## src/sv/cqf_pkg.sv

```systemverilog
package cqf_pkg;

    // Default sizes of the slot store.
    localparam int DEPTH_DEF      = 16;
    localparam int DATA_WIDTH_DEF = 32;

    // Fixed widths of the transaction fields.
    localparam int FIELD_W  = 32;
    localparam int REQ_W    = 2;
    localparam int STATUS_W = 2;
    localparam int OCC_W    = 4;

    // Configuration port.
    localparam int                PDATA_W        = 32;
    localparam int                ADDR_W         = 3;
    localparam int                CFG_W          = 5;
    localparam logic [CFG_W-1:0]  RING_SLOTS_RST = 5'd10;
    localparam logic [ADDR_W-3:0] REG_RING_SLOTS = 1'b0;

    // Request codes.
    localparam logic [REQ_W-1:0] REQ_STATUS = 2'd0;
    localparam logic [REQ_W-1:0] REQ_PUSH   = 2'd1;
    localparam logic [REQ_W-1:0] REQ_POP    = 2'd2;
    localparam logic [REQ_W-1:0] REQ_CLEAR  = 2'd3;

    // Status codes.
    localparam logic [STATUS_W-1:0] ST_OK    = 2'd0;
    localparam logic [STATUS_W-1:0] ST_FULL  = 2'd1;
    localparam logic [STATUS_W-1:0] ST_EMPTY = 2'd2;

    // Controller states.
    typedef enum logic [3:0] {
        S_IDLE = 4'b0001,
        S_EXEC = 4'b0010,
        S_READ = 4'b0100,
        S_DONE = 4'b1000
    } t_state;

    // Commands from the controller to the datapath.
    typedef struct packed {
        logic capture;
        logic exec;
        logic read;
        logic load;
    } t_cmd;

    // Status from the datapath to the controller.
    typedef struct packed {
        logic out_free;
    } t_sts;

endpackage

```

## src/sv/cqf_regs.sv

```systemverilog
module cqf_regs (
    input  logic                            i_clk,
    input  logic                            i_rst_n,
    input  logic                            psel,
    input  logic                            penable,
    input  logic                            pwrite,
    input  logic [cqf_pkg::ADDR_W-1:0]      paddr,
    input  logic [cqf_pkg::PDATA_W-1:0]     pwdata,
    output logic [cqf_pkg::PDATA_W-1:0]     prdata,
    output logic                            pready,
    output logic [cqf_pkg::CFG_W-1:0]       o_ring_slots,
    output logic                            o_cfg_wr
);

    logic [cqf_pkg::CFG_W-1:0] r_ring_slots;
    logic                      reg_hit;

    // Only one register is decoded; other word addresses are ignored.
    assign reg_hit  = (paddr[cqf_pkg::ADDR_W-1:2] == cqf_pkg::REG_RING_SLOTS);
    assign pready   = 1'b1;
    assign o_cfg_wr = psel && penable && pwrite && reg_hit;

    // The ring size register.
    always_ff @(posedge i_clk) begin
        if (!i_rst_n) begin
            r_ring_slots <= cqf_pkg::RING_SLOTS_RST;
        end else if (o_cfg_wr) begin
            r_ring_slots <= pwdata[cqf_pkg::CFG_W-1:0];
        end
    end

    // Read back.
    assign prdata       = reg_hit ? cqf_pkg::PDATA_W'(r_ring_slots) : '0;
    assign o_ring_slots = r_ring_slots;

endmodule

```

## src/sv/cqf_ctrl.sv

```systemverilog
module cqf_ctrl (
    input  logic          i_clk,
    input  logic          i_rst_n,
    input  logic          i_in_valid,
    input  cqf_pkg::t_sts i_sts,
    output logic          o_in_ready,
    output cqf_pkg::t_cmd o_cmd
);

    cqf_pkg::t_state r_state;
    cqf_pkg::t_state n_state;

    assign o_in_ready = (r_state == cqf_pkg::S_IDLE);

    // Next state and command decode.
    always_comb begin
        n_state       = r_state;
        o_cmd.capture = 1'b0;
        o_cmd.exec    = 1'b0;
        o_cmd.read    = 1'b0;
        o_cmd.load    = 1'b0;
        unique case (r_state)
            cqf_pkg::S_IDLE: begin
                if (i_in_valid) begin
                    o_cmd.capture = 1'b1;
                    n_state       = cqf_pkg::S_EXEC;
                end
            end
            cqf_pkg::S_EXEC: begin
                o_cmd.exec = 1'b1;
                n_state    = cqf_pkg::S_READ;
            end
            cqf_pkg::S_READ: begin
                o_cmd.read = 1'b1;
                n_state    = cqf_pkg::S_DONE;
            end
            cqf_pkg::S_DONE: begin
                // Hold the finished result until the output register frees up.
                if (i_sts.out_free) begin
                    o_cmd.load = 1'b1;
                    n_state    = cqf_pkg::S_IDLE;
                end
            end
            default: begin
                n_state = cqf_pkg::S_IDLE;
            end
        endcase
    end

    always_ff @(posedge i_clk) begin
        if (!i_rst_n) begin
            r_state <= cqf_pkg::S_IDLE;
        end else begin
            r_state <= n_state;
        end
    end

endmodule

```

## src/sv/cqf_dp.sv

```systemverilog
module cqf_dp #(
    parameter int DEPTH      = cqf_pkg::DEPTH_DEF,
    parameter int DATA_WIDTH = cqf_pkg::DATA_WIDTH_DEF
) (
    input  logic                                i_clk,
    input  logic                                i_rst_n,
    input  cqf_pkg::t_cmd                       i_cmd,
    output cqf_pkg::t_sts                       o_sts,
    input  logic                                i_cfg_wr,
    input  logic [cqf_pkg::CFG_W-1:0]           i_ring_slots,
    input  logic [cqf_pkg::REQ_W-1:0]           i_req_type,
    input  logic [cqf_pkg::FIELD_W-1:0]         i_data_in,
    input  logic                                i_out_ready,
    output logic                                o_out_valid,
    output logic [cqf_pkg::STATUS_W-1:0]        o_status,
    output logic [cqf_pkg::FIELD_W-1:0]         o_head_value,
    output logic [cqf_pkg::FIELD_W-1:0]         o_tail_value,
    output logic [cqf_pkg::OCC_W-1:0]           o_occupancy,
    output logic                                o_is_empty,
    output logic                                o_is_full
);

    localparam int PW = $clog2(DEPTH);
    localparam int NW = PW + 1;
    localparam int CW = (NW > cqf_pkg::CFG_W) ? NW : cqf_pkg::CFG_W;
    localparam int XW = (DATA_WIDTH > cqf_pkg::FIELD_W) ? DATA_WIDTH : cqf_pkg::FIELD_W;

    // Slot store and pointers.
    logic [DATA_WIDTH-1:0] r_mem [DEPTH];
    logic [PW-1:0]         r_rd_ptr;
    logic [PW-1:0]         r_wr_ptr;

    // Captured transaction.
    logic [cqf_pkg::REQ_W-1:0]   r_req;
    logic [cqf_pkg::FIELD_W-1:0] r_data;

    // Intermediate result.
    logic [cqf_pkg::STATUS_W-1:0] r_status;
    logic [DATA_WIDTH-1:0]        r_rd_head;
    logic [DATA_WIDTH-1:0]        r_rd_tail;
    logic [NW-1:0]                r_occ;
    logic                         r_empty;
    logic                         r_full;
    logic                         r_out_valid;

    logic [CW-1:0]                slots_c;
    logic [NW-1:0]                n_slots;
    logic [PW-1:0]                wr_adv;
    logic [PW-1:0]                rd_adv;
    logic [PW-1:0]                last_ptr;
    logic [NW-1:0]                occ;
    logic [PW-1:0]                n_rd_ptr;
    logic [PW-1:0]                n_wr_ptr;
    logic [cqf_pkg::STATUS_W-1:0] n_status;
    logic                         mem_we;

    // Advance a pointer by one slot, wrapping at the ring size.
    function automatic logic [PW-1:0] adv(input logic [PW-1:0] p, input logic [NW-1:0] nn);
        logic [NW-1:0] q;
        q = NW'(p) + NW'(1);
        return (q == nn) ? '0 : q[PW-1:0];
    endfunction

    // Ring size in use, clamped to the legal range.
    always_comb begin
        slots_c = CW'(i_ring_slots);
        if (slots_c < CW'(2)) begin
            slots_c = CW'(2);
        end else if (slots_c > CW'(DEPTH)) begin
            slots_c = CW'(DEPTH);
        end
        n_slots = NW'(slots_c);
    end

    assign wr_adv   = adv(r_wr_ptr, n_slots);
    assign rd_adv   = adv(r_rd_ptr, n_slots);
    assign last_ptr = (r_wr_ptr == '0) ? PW'(n_slots - NW'(1)) : (r_wr_ptr - PW'(1));
    assign occ      = (r_wr_ptr >= r_rd_ptr) ? (NW'(r_wr_ptr) - NW'(r_rd_ptr))
                                             : (NW'(r_wr_ptr) + n_slots - NW'(r_rd_ptr));

    // Request decode: pointer update, store write and status.
    always_comb begin
        n_rd_ptr = r_rd_ptr;
        n_wr_ptr = r_wr_ptr;
        n_status = cqf_pkg::ST_OK;
        mem_we   = 1'b0;
        unique case (r_req)
            cqf_pkg::REQ_STATUS: begin
                n_status = cqf_pkg::ST_OK;
            end
            cqf_pkg::REQ_PUSH: begin
                if (wr_adv == r_rd_ptr) begin
                    n_status = cqf_pkg::ST_FULL;
                end else begin
                    mem_we   = 1'b1;
                    n_wr_ptr = wr_adv;
                end
            end
            cqf_pkg::REQ_POP: begin
                if (r_rd_ptr == r_wr_ptr) begin
                    n_status = cqf_pkg::ST_EMPTY;
                end else begin
                    n_rd_ptr = rd_adv;
                end
            end
            cqf_pkg::REQ_CLEAR: begin
                n_rd_ptr = '0;
                n_wr_ptr = '0;
            end
            default: begin
                n_status = cqf_pkg::ST_OK;
            end
        endcase
    end

    // Capture the accepted transaction.
    always_ff @(posedge i_clk) begin
        if (i_cmd.capture) begin
            r_req  <= i_req_type;
            r_data <= i_data_in;
        end
    end

    // Pointers; a configuration write empties the ring.
    always_ff @(posedge i_clk) begin
        if (!i_rst_n || i_cfg_wr) begin
            r_rd_ptr <= '0;
            r_wr_ptr <= '0;
        end else if (i_cmd.exec) begin
            r_rd_ptr <= n_rd_ptr;
            r_wr_ptr <= n_wr_ptr;
        end
    end

    always_ff @(posedge i_clk) begin
        if (i_cmd.exec) begin
            r_status <= n_status;
        end
    end

    // Slot store: one write port, two registered read ports.
    always_ff @(posedge i_clk) begin
        if (i_cmd.exec && mem_we) begin
            r_mem[r_wr_ptr] <= DATA_WIDTH'(XW'(r_data));
        end
    end

    always_ff @(posedge i_clk) begin
        if (i_cmd.read) begin
            r_rd_head <= r_mem[r_rd_ptr];
            r_rd_tail <= r_mem[last_ptr];
            r_occ     <= occ;
            r_empty   <= (r_rd_ptr == r_wr_ptr);
            r_full    <= (wr_adv == r_rd_ptr);
        end
    end

    // Output register.
    always_ff @(posedge i_clk) begin
        if (!i_rst_n) begin
            r_out_valid <= 1'b0;
        end else if (i_cmd.load) begin
            r_out_valid <= 1'b1;
        end else if (i_out_ready) begin
            r_out_valid <= 1'b0;
        end
    end

    always_ff @(posedge i_clk) begin
        if (i_cmd.load) begin
            o_status     <= r_status;
            o_head_value <= r_empty ? '1 : cqf_pkg::FIELD_W'(XW'(r_rd_head));
            o_tail_value <= r_empty ? '1 : cqf_pkg::FIELD_W'(XW'(r_rd_tail));
            o_occupancy  <= cqf_pkg::OCC_W'(r_occ);
            o_is_empty   <= r_empty;
            o_is_full    <= r_full;
        end
    end

    assign o_out_valid    = r_out_valid;
    assign o_sts.out_free = !r_out_valid || i_out_ready;

endmodule

```

## src/sv/circular_queue_fifo.sv

```systemverilog
// One transaction at a time: a request is taken only in the idle state, and the
// controller then steps through update, slot read and result load, with the
// store read through registered ports; the load waits for a free output register.
// Reset: pointers go to zero (empty queue) and ring_slots to 10; the slot store
// keeps whatever it held and needs no clearing pass.
module circular_queue_fifo #(
    parameter int DEPTH      = cqf_pkg::DEPTH_DEF,
    parameter int DATA_WIDTH = cqf_pkg::DATA_WIDTH_DEF
) (
    input  logic                                 i_clk,
    input  logic                                 i_rst_n,
    input  logic                                 psel,
    input  logic                                 penable,
    input  logic                                 pwrite,
    input  logic [cqf_pkg::ADDR_W-1:0]           paddr,
    input  logic [cqf_pkg::PDATA_W-1:0]          pwdata,
    output logic [cqf_pkg::PDATA_W-1:0]          prdata,
    output logic                                 pready,
    input  logic                                 i_in_valid,
    output logic                                 o_in_ready,
    input  logic [cqf_pkg::REQ_W-1:0]            i_req_type,
    input  logic signed [cqf_pkg::FIELD_W-1:0]   i_data_in,
    output logic                                 o_out_valid,
    input  logic                                 i_out_ready,
    output logic [cqf_pkg::STATUS_W-1:0]         o_status,
    output logic signed [cqf_pkg::FIELD_W-1:0]   o_head_value,
    output logic signed [cqf_pkg::FIELD_W-1:0]   o_tail_value,
    output logic [cqf_pkg::OCC_W-1:0]            o_occupancy,
    output logic                                 o_is_empty,
    output logic                                 o_is_full
);

    logic [cqf_pkg::CFG_W-1:0]   ring_slots;
    logic                        cfg_wr;
    cqf_pkg::t_cmd               cmd;
    cqf_pkg::t_sts               sts;
    logic [cqf_pkg::FIELD_W-1:0] head_value;
    logic [cqf_pkg::FIELD_W-1:0] tail_value;

    // Configuration registers.
    cqf_regs u_regs (
        .i_clk        (i_clk),
        .i_rst_n      (i_rst_n),
        .psel         (psel),
        .penable      (penable),
        .pwrite       (pwrite),
        .paddr        (paddr),
        .pwdata       (pwdata),
        .prdata       (prdata),
        .pready       (pready),
        .o_ring_slots (ring_slots),
        .o_cfg_wr     (cfg_wr)
    );

    // Sequencer.
    cqf_ctrl u_ctrl (
        .i_clk      (i_clk),
        .i_rst_n    (i_rst_n),
        .i_in_valid (i_in_valid),
        .i_sts      (sts),
        .o_in_ready (o_in_ready),
        .o_cmd      (cmd)
    );

    // Pointers, slot store and output register.
    cqf_dp #(
        .DEPTH      (DEPTH),
        .DATA_WIDTH (DATA_WIDTH)
    ) u_dp (
        .i_clk        (i_clk),
        .i_rst_n      (i_rst_n),
        .i_cmd        (cmd),
        .o_sts        (sts),
        .i_cfg_wr     (cfg_wr),
        .i_ring_slots (ring_slots),
        .i_req_type   (i_req_type),
        .i_data_in    (i_data_in),
        .i_out_ready  (i_out_ready),
        .o_out_valid  (o_out_valid),
        .o_status     (o_status),
        .o_head_value (head_value),
        .o_tail_value (tail_value),
        .o_occupancy  (o_occupancy),
        .o_is_empty   (o_is_empty),
        .o_is_full    (o_is_full)
    );

    assign o_head_value = head_value;
    assign o_tail_value = tail_value;

endmodule

```

## config.mk

```make
export PLATFORM = sky130hd
export DESIGN_NAME = circular_queue_fifo
export DESIGN_NICKNAME = d
export VERILOG_FILES = /design/src/sv/cqf_pkg.sv /design/src/sv/cqf_regs.sv /design/src/sv/cqf_ctrl.sv /design/src/sv/cqf_dp.sv /design/src/sv/circular_queue_fifo.sv
export SDC_FILE = /design/constraint.sdc
export NUM_CORES = 1
export LEC_CHECK = 0
export BUFFER_PORTS_ARGS = -buffer_cell sky130_fd_sc_hd__buf_2
export CORE_ASPECT_RATIO = 0.6
export CORE_MARGIN = 1.5
export CORE_UTILIZATION = 30
export DETAILED_ROUTE_END_ITERATION = 8
export GPL_ROUTABILITY_DRIVEN = 0
export SYNTH_ARGS = -nofsm -noshare
export SYNTH_HDL_FRONTEND = slang
export SYNTH_HIERARCHICAL = 1
export SYNTH_SLANG_ARGS = --single-unit
```

## constraint.sdc

```tcl
create_clock -name i_clk -period 7.2 [get_ports i_clk]
set_clock_uncertainty 0.05 [all_clocks]
set_input_delay 1.44 -clock i_clk [delete_from_list [all_inputs] [get_ports i_clk]]
set_output_delay 1.44 -clock i_clk [all_outputs]
set_load 0.01 [all_outputs]
```

# Word level (Yosys, flattened, before mapping)
# Memory sizes are Yosys's and may differ from the RTL's. A register that Yosys moved wholly into a read port is not among the register bits.
# Cells that the tools add are included.
# word_totals
n_memories,1
out_inout_bits,107
ram_bits,512
wordCells,88
regBits,132
# op_classes
n_eq_ne,15
bitwise,1
add_sub_neg,7
n_reduce_logical,15
n_mux,29
n_lt_le_gt_ge,3
# memory_table
name,words,word_bits,rd,rd_clocked_by_memory_dff,wr,line,text
u_dp.r_mem,16,32,2,2,1,cqf_dp.sv:29,logic [DATA_WIDTH-1:0] r_mem [DEPTH];
# ops
cell,n
4-bit two-way mux,8
4-bit case mux with 2 select lines,2
4-bit case mux with 4 select lines,1
5-bit two-way mux,3
1-bit two-way mux,13
4-bit by 1-bit adder with 5-bit output (second input constant),2
5-bit equality test,2
4-bit equality test,2
2-bit != test (second input constant),4
4-bit by 1-bit subtractor with 4-bit output (second input constant),2
4-bit subtractor,2
3-bit AND reduction,2
2-bit nonzero test,3
5-bit greater-than comparator (second input constant),1
5-bit by 2-bit less-than comparator with 1-bit output (second input constant),1
4-bit adder,1
2-bit equality test (second input constant),2
4-bit by 1-bit equality test with 1-bit output (second input constant),1
4-bit by 2-bit equality test with 1-bit output (second input constant),1
4-bit by 3-bit equality test with 1-bit output (second input constant),1
4-bit equality test (second input constant),1
4-bit >= comparator,1
1-bit logical AND,4
4-bit zero test,1
other kinds (7),9

# Logic depth before layout (Yosys ltp)
# Gate-level depths: netlist (run 1).
# depth
word_depth,11
ltp_mapped,15

# By module
# The synthesis (run 1) kept the hierarchy.
# by_module_without_submodules
mod,instances,cells_per_inst,area_each_um2
cqf_dp,1,1418,30808.3
cqf_regs,1,58,484.2
cqf_ctrl,1,25,261.5

# Worst setup path before layout (run 1)
# No wires, ideal clock.
# synth_timing
path_type,flip-flop to flip-flop
from,reg u_dp.r_wr_ptr[1]
to,mem u_dp/r_mem[12][0] in the netlist's numbering (enable)
required_time_ns,6.648
synth_period_minus_slack_ns,5.861
slack_ns,1.339
arrival_time_ns,5.309
stages_incl_launch_ff,9
setup_time_ns,0.502
cell_sequence,dfxtp_1 -> ha_1 -> or3b_1 -> a211o_1 -> a32oi_2 -> nand3_2 -> mux2i_4 -> buf_6 -> nor4_1
# synth_between
elab_chain_len,9
# synth_lines
item,line,text
start: declaration,cqf_dp.sv:31,logic [PW-1:0] r_wr_ptr;
start signal: assignment,cqf_dp.sv:131,r_wr_ptr <= n_wr_ptr;
4-bit by 1-bit adder with 5-bit output,cqf_dp.sv:60,q = NW'(p) + NW'(1);
5-bit equality test,cqf_dp.sv:61,return (q == nn) ? '0 : q[PW-1:0];
4-bit two-way mux,cqf_dp.sv:61,
4-bit equality test,cqf_dp.sv:92,if (wr_adv == r_rd_ptr) begin
1-bit two-way mux,cqf_dp.sv:92,
1-bit two-way mux,cqf_dp.sv:87,unique case (r_req)
1-bit logical AND,cqf_dp.sv:143,if (i_cmd.exec && mem_we) begin
1-bit two-way mux,cqf_dp.sv:143,
1-bit two-way mux (implied by the code),cqf_dp.sv:144,r_mem[r_wr_ptr] <= DATA_WIDTH'(XW'(r_data));
end: declaration,cqf_dp.sv:29,
# Several ways; a longest one is shown, not always the timed one.

# Worst setup path in the final report (run 1)
# layout_timing
from,reg u_dp.r_wr_ptr[0]
to,"reg u_dp.r_rd_tail[31], read port of u_dp.r_mem, data pin"
# layout_between
elab_chain_len,2
elab_cells_between_ends,3
classes_between,1 x add/sub; 1 x mux; 1 x reduce/logical
# layout_lines
item,line,text
4-bit by 1-bit subtractor with 4-bit output or 4-bit zero test (tied branches),cqf_dp.sv:77,assign last_ptr = (r_wr_ptr == '0) ? PW'(n_slots - NW'(1)) : (r_wr_ptr - PW'(1));
4-bit two-way mux *,cqf_dp.sv:77,
end: declaration,cqf_dp.sv:40,logic [DATA_WIDTH-1:0] r_rd_tail;
# Every way passes the cells marked *; elsewhere a longest branch is shown, timed or not.
# A chain may end at the register's enable or synchronous reset.

==> impl_metrics.toml, run 1 <==
[pwr]
peakVddDrop_mv = 0.145
leakage_nw = 11.7
power_density_nw_per_um2 = 244

[setup_path]
arrival_ns = 4.99
path_class = "reg2reg"
worstPathRequired_ns = 7.49
worst-r2r-setup-slack_ns = 2.50
cp_max_fo = 128
critPathCaptureType = "flip-flop"
critPathLaunchType = "flip-flop"

[route]
drt-initial-drc-count = 1639
drt_pre_antenna_iters = 5
num_vias = 15400
routed_wl_microns = 76000
vias_per_cell = 5.00
ant_nets = 0
route.detailed.drc = 0
wl_per_cell_microns = 24.6

[yosys]
synth_cell_types = 71
synth_fa_ha_area_share_pct = 0.928
synthCells = 1501
synth-simple-area-share_pct = 3.49
syn-cell-area_sq_um = 31600
synthArstFlopShare_pct = 0
synth_edf_count = 690
synth_top_family_by_area = "multiplexers"
ys_seq_elements = 708
synth-compound-area-share_pct = 0.991
synthFlopType = "edfxtp_1"
synth_xor_area_share_pct = 0.519
ys_seq_area_share_pct = 66.8
muxShareOfSynthArea_pct = 24.3
synth-warning-count = 6
postSynthAreaPerCell_sq_um = 21.0

[timing]
setup-violations-final = 0
holdWs_ns = 0.376
timing.final.crit_share_pct = 65.3
slew_viol_final = 0
rsz0062_at_grt = "false"
maxSlewHeadroom_pct = 28.6
fin_crit_ns = 4.70
worst_pin_slew_ns = 1.07
fin_tns_setup_ns = 0
max_freq_mhz = 213
hold_violations = 0

[die]
dieArea_sq_um = 107000
core_area_sq_um = 103000
die_x_microns = 422
start_util_pct = 30.5
die_y_microns = 254
ios = 183
rows = 91

[cts]
root_buffer = "clkbuf_16"
cts_hold_buf = 0
postCtsSetupRepairBufs = 0
h-tree-depth = 3
clk_latency_ns = 0.62
post_cts_resized = 0
clock_path_buffers = 3
clock-sinks = 708
clk_pin_slew_ns = 0.06
tritoncts = "yes"
cts_buffers = 73

[min_path]
worstHoldPathType = "reg2reg"

[run]
maxCapViolCount = 0

[global_routing]
grt_max_degree = 129
grt_overflow = 0
grt_pass1_vias = 16300
grt_antenna_before_repair = 3
grt_usage_pct = 14.1
grt_first_pass_wirelength_microns = 112000

[final_layout]
final_cell_area_sq_um = 35900
area_growth_pct = 13.9
layout_commonest_cell = "edfxtp_1"
num-nets-final = 1736
drive_gt1_share_pct = 38.4
stdcell_count = 3088
final_cell_mix = "edfxtp_1, mux4_2, buf_2, mux2i_1, clkbuf_16"

[placement]
place_area_sq_um = 33600
hpwl_microns = 40200
io_buffers = 125
dp_cells = 2959

[outcome]
status = "finished clean"
==> worst max-delay path, cell delays in order (launching register included) <==
cell	delay (ns)
dfxtp_1	0.66
inv_1	0.21
ha_1	0.27
inv_1	0.19
or2_4	0.22
mux2i_4	0.22
buf_4	0.66
ha_4	0.26
xnor2_4	0.13
buf_12	0.63
mux4_2	0.60
mux2i_1	0.19
mux2i_1	0.10
==> layer usage <==
metal  part of all wire [%]  vias to the layer above  GRT usage [%]  wire [microns]
met2                     49                      567           23.6           37200
met3                    6.5                      103           2.91            4960
met5                  0.017                        -              0              13
met1                     43                     8237           18.7           32500
li1                       -                     6540              -               -
met4                    1.8                        2           3.37            1360
==> power breakdown <==
part           switching (mW)  total (mW)  internal, mW
logic                   0.184       0.328         0.144
clock network            1.56        3.75          2.19
registers              0.0871        4.69          4.61
total                    1.83        8.77          6.94
==> kinds of logic after synthesis <==
kind of cell / after synthesis
muxes: 396
DFF: 708
and+or+nand+nor: 171
adders and majority gates: 21
other: 2
AOI/OAI and AO/OA: 43
xor gates and xnor gates: 17
buffers and inverters: 143
==> cell usage after synthesis, types with 4 or more instances <==
master / n / area, sq um
a21oi_1: 6 / 30.0
a31oi_1: 6 / 37.5
and2_1: 4 / 25.0
and2b_2: 6 / 52.6
buf_1: 12 / 45.0
buf_12: 5 / 100
buf_2: 30 / 150
buf_4: 34 / 255
buf_6: 4 / 45.0
buf_8: 6 / 90.1
clkbuf_1: 23 / 86.3
clkbuf_8: 6 / 82.6
dfxtp_1: 18 / 360
edfxtp_1: 690 / 20700
fa_1: 4 / 80.1
ha_1: 17 / 213
inv_1: 22 / 82.6
mux2i_1: 104 / 1040
mux4_1: 15 / 394
mux4_2: 273 / 6150
nand2_1: 14 / 52.6
nand2b_1: 9 / 56.3
nor2_1: 17 / 63.8
nor2b_1: 8 / 50.1
nor3_1: 4 / 20.0
nor4_1: 15 / 93.8
o21ai_0: 7 / 35.0
or2_2: 65 / 407
xnor2_1: 9 / 78.8
xor2_1: 6 / 52.6
==> sequential cells by signal, indices dropped and copies added, names as in the netlist, 4 cells and up <==
| signal | count |
|---|---|
| u_dp/o_occupancy | 4 |
| u_dp/r_rd_ptr | 4 |
| u_dp/r_occ | 4 |
| u_ctrl/r_state | 4 |
| u_dp/r_rd_tail | 32 |
| u_dp/r_wr_ptr | 4 |
| u_dp/r_mem | 512 |
| u_dp/r_rd_head | 32 |
| u_dp/r_data | 32 |
| u_regs/o_ring_slots | 5 |
| u_dp/o_head_value | 32 |
| u_dp/o_tail_value | 32 |
==> per-stage QoR <==
| step | total power [mW] | utilization, % | worst slack (ns) |
|---|---|---|---|
| after floorplan | 4.99 | - | 1.34 |
| after global placement | 5.10 | 32.5 | 2.50 |
| after detailed placement | 5.12 | 32.5 | 2.48 |
| after CTS | 8.89 | 34.7 | 2.46 |
| after global routing | 9.06 | 34.7 | 2.15 |
| final | 8.77 | 34.7 | 2.50 |
==> layout make-up <==
type                    instances  area [sq um]
fillers                      9530         67600
repair buffers                157           903
multi-input cells             676          9780
clock buffers                  88          1930
clock inverters                40           409
inverters                      23          86.3
flip-flops and latches        708         21100
well taps                    1395          1750
diodes                          1          2.50
==> worst paths after layout <==
path,start,endpoint,cells after the start
setup / recovery,u_dp/r_wr_ptr[0],u_dp/r_rd_tail[31],12
setup reg to reg,u_dp/r_wr_ptr[0],u_dp/r_rd_tail[31],12
hold / removal,u_dp/r_occ[0],u_dp/o_occupancy[0],0
hold reg to reg,u_dp/r_occ[0],u_dp/o_occupancy[0],0
Note: power is estimated with default switching activity, not from simulation.
==> inputs of run 2 (changes only) <==
- clock period: 7.2 -> 4.6 ns (I/O delays scaled with it)
==> run 2 against run 1 <==
Critical endpoint is now u_dp/r_mem[8][16]. Sequential share of layout area shrank 0.67 points. Core utilization grew 0.40 points. Clock power grew 62%. Sequential cell count is the same. Die area is the same. Clock-buffer cell count shrank 3. Design area grew 1.1%. Power grew 59%. Register-to-register slack lost 1.5 ns. Via count grew 1.4%. Highest routed layer unchanged.
==> impl_metrics.toml, run 2 (synthesis results as in run 1) <==
[final_layout]
seqCellArea_sq_um = 21100
regMostFlops = "u_dp/r_mem"
multiInputGateArea_sq_um = 9780
layout_commonest_cell = "edfxtp_1"
fill_cells = 9466
final_cell_mix = "edfxtp_1, mux4_2, buf_2, mux2i_1, clkbuf_16"
drive_gt1_share_pct = 38.9
area_growth_pct = 15.2
largest_reg_flops = 512
num-nets-final = 1747
final_cell_area_sq_um = 36400

[placement]
io_buffers = 125
hpwl_microns = 42500
place_area_sq_um = 33900
dp_slack_ns = 1.01

[die]
die_x_microns = 422
rows = 91
core_area_sq_um = 103000
dieArea_sq_um = 107000
ios = 183
start_util_pct = 30.5
die_y_microns = 254

[min_path]
worstHoldPathType = "reg2reg"
worstHoldStart = "u_dp/r_status[1]"

[route]
routed_wl_microns = 76700
drt-initial-drc-count = 1908
ant_nets = 0
drt_pre_antenna_iters = 5
vias_per_cell = 5.06
route.detailed.drc = 0
num_vias = 15700
wl_per_cell_microns = 24.8

[timing]
hold_violations = 0
setup-violations-final = 0
setup_slack_ns = 0.970
max_freq_mhz = 275
timing.final.crit_share_pct = 78.9
rsz0062_at_grt = "false"
fin_crit_ns = 3.63
maxSlewHeadroom_pct = 33.8
worst_pin_slew_ns = 0.991
slew_viol_final = 0

[setup_path]
r2r-start = "u_dp/r_wr_ptr[0]"
path_class = "reg2reg"
cp_max_fo = 32
startpoint = "u_dp/r_wr_ptr[0]"
worstPathRequired_ns = 4.86
worst-r2r-setup-slack_ns = 0.97
arrival_ns = 3.89
critPathCaptureType = "flip-flop"
endpoint = "u_dp/r_mem[8][16]"
critPathLaunchType = "flip-flop"
r2r_end = "u_dp/r_mem[8][16]"
reg2regPathDepth = 9

[cts]
postCtsSetupRepairBufs = 0
clk_latency_ns = 0.64
cts_hold_buf = 0
clock_path_buffers = 3
cts_buffers = 74
h-tree-depth = 3
root_buffer = "clkbuf_16"
clock-sinks = 708
post_cts_resized = 0
clk_pin_slew_ns = 0.06
tritoncts = "yes"

[pwr]
p_sw_share_pct = 21.2
p_int_mw = 11.0
peakVddDrop_mv = 0.255
pwr-share-clk_pct = 43.6
power_density_nw_per_um2 = 384
p_switching_mw = 2.96
sequentialPowerShare_pct = 52.6
pwr-share-comb_pct = 3.7
leakage_nw = 11.8

[run]
maxCapViolCount = 0

[global_routing]
grt_pass1_vias = 16500
grt_first_pass_wirelength_microns = 113000
grt_overflow = 0
grt_max_degree = 87
grt_antenna_before_repair = 3
grt_usage_pct = 14.3

[outcome]
status = "finished clean"
-- run 2: power by group through the flow --
stage	Combinational [mW]	Sequential [mW]	Clock, mW
floorplan	0.381	7.43	0
CTS	0.527	7.35	6.25
global placement	0.519	7.47	0
detailed placement	0.526	7.49	0
global route	0.558	7.36	6.49
finish	0.519	7.35	6.09
-- run 2: worst min-delay path by stage --
stage | end | slack, ns | depth (start not counted)
detailed placement | u_dp/o_is_full | 0.37 | 0
finish | u_dp/o_status[1] | 0.38 | 0
global placement | u_dp/o_status[0] | 0.37 | 0
global route | u_dp/r_data[26] | 0.37 | 1
CTS | u_dp/r_data[14] | 0.35 | 1
floorplan | u_dp/o_is_full | 0.35 | 0
-- run 2: final cells by class --
| type | count | share of cell area (%) |
|---|---|---|
| repair buffers | 167 | 3.38 |
| diodes | 1 | 0.00688 |
| clock inverters | 42 | 1.40 |
| clock buffers | 85 | 5.27 |
| flip-flops and latches | 708 | 58.0 |
| inverters | 23 | 0.237 |
| multi-input cells | 676 | 26.9 |
| well taps | 1395 | 4.80 |
-- run 2: critical path, stage by stage (launching register included) --
cell and delay [ns]:
dfxtp_1 0.32, buf_4 0.20, ha_1 0.30, or3b_1 0.37, a211o_1 0.31, a32oi_2 0.27, nand3_2 0.21, mux2i_4 0.40
nor4_2 0.46, buf_12 0.36
-- run 2: per-stage QoR --
stage	std cells	hold slack, ns	TNS, ns	power (mW)	util [%]
CTS	3096	0.353	0	14.1	35.1
floorplan	1527	0.350	-545.01	7.81	-
detailed placement	2969	0.371	0	8.01	32.8
finish	3097	0.377	0	14.0	35.1
global placement	2969	0.366	0	7.99	32.8
global route	3097	0.368	0	14.4	35.1
-- run 2: routing by layer --
metal  part of all wire [%]  wire length (microns)  GRT usage (%)
met1                     43                  33100           19.6
met2                     48                  36600           22.9
met3                    6.8                   5230           3.23
met4                    2.2                   1710           4.22
met5                  0.017                     13              0
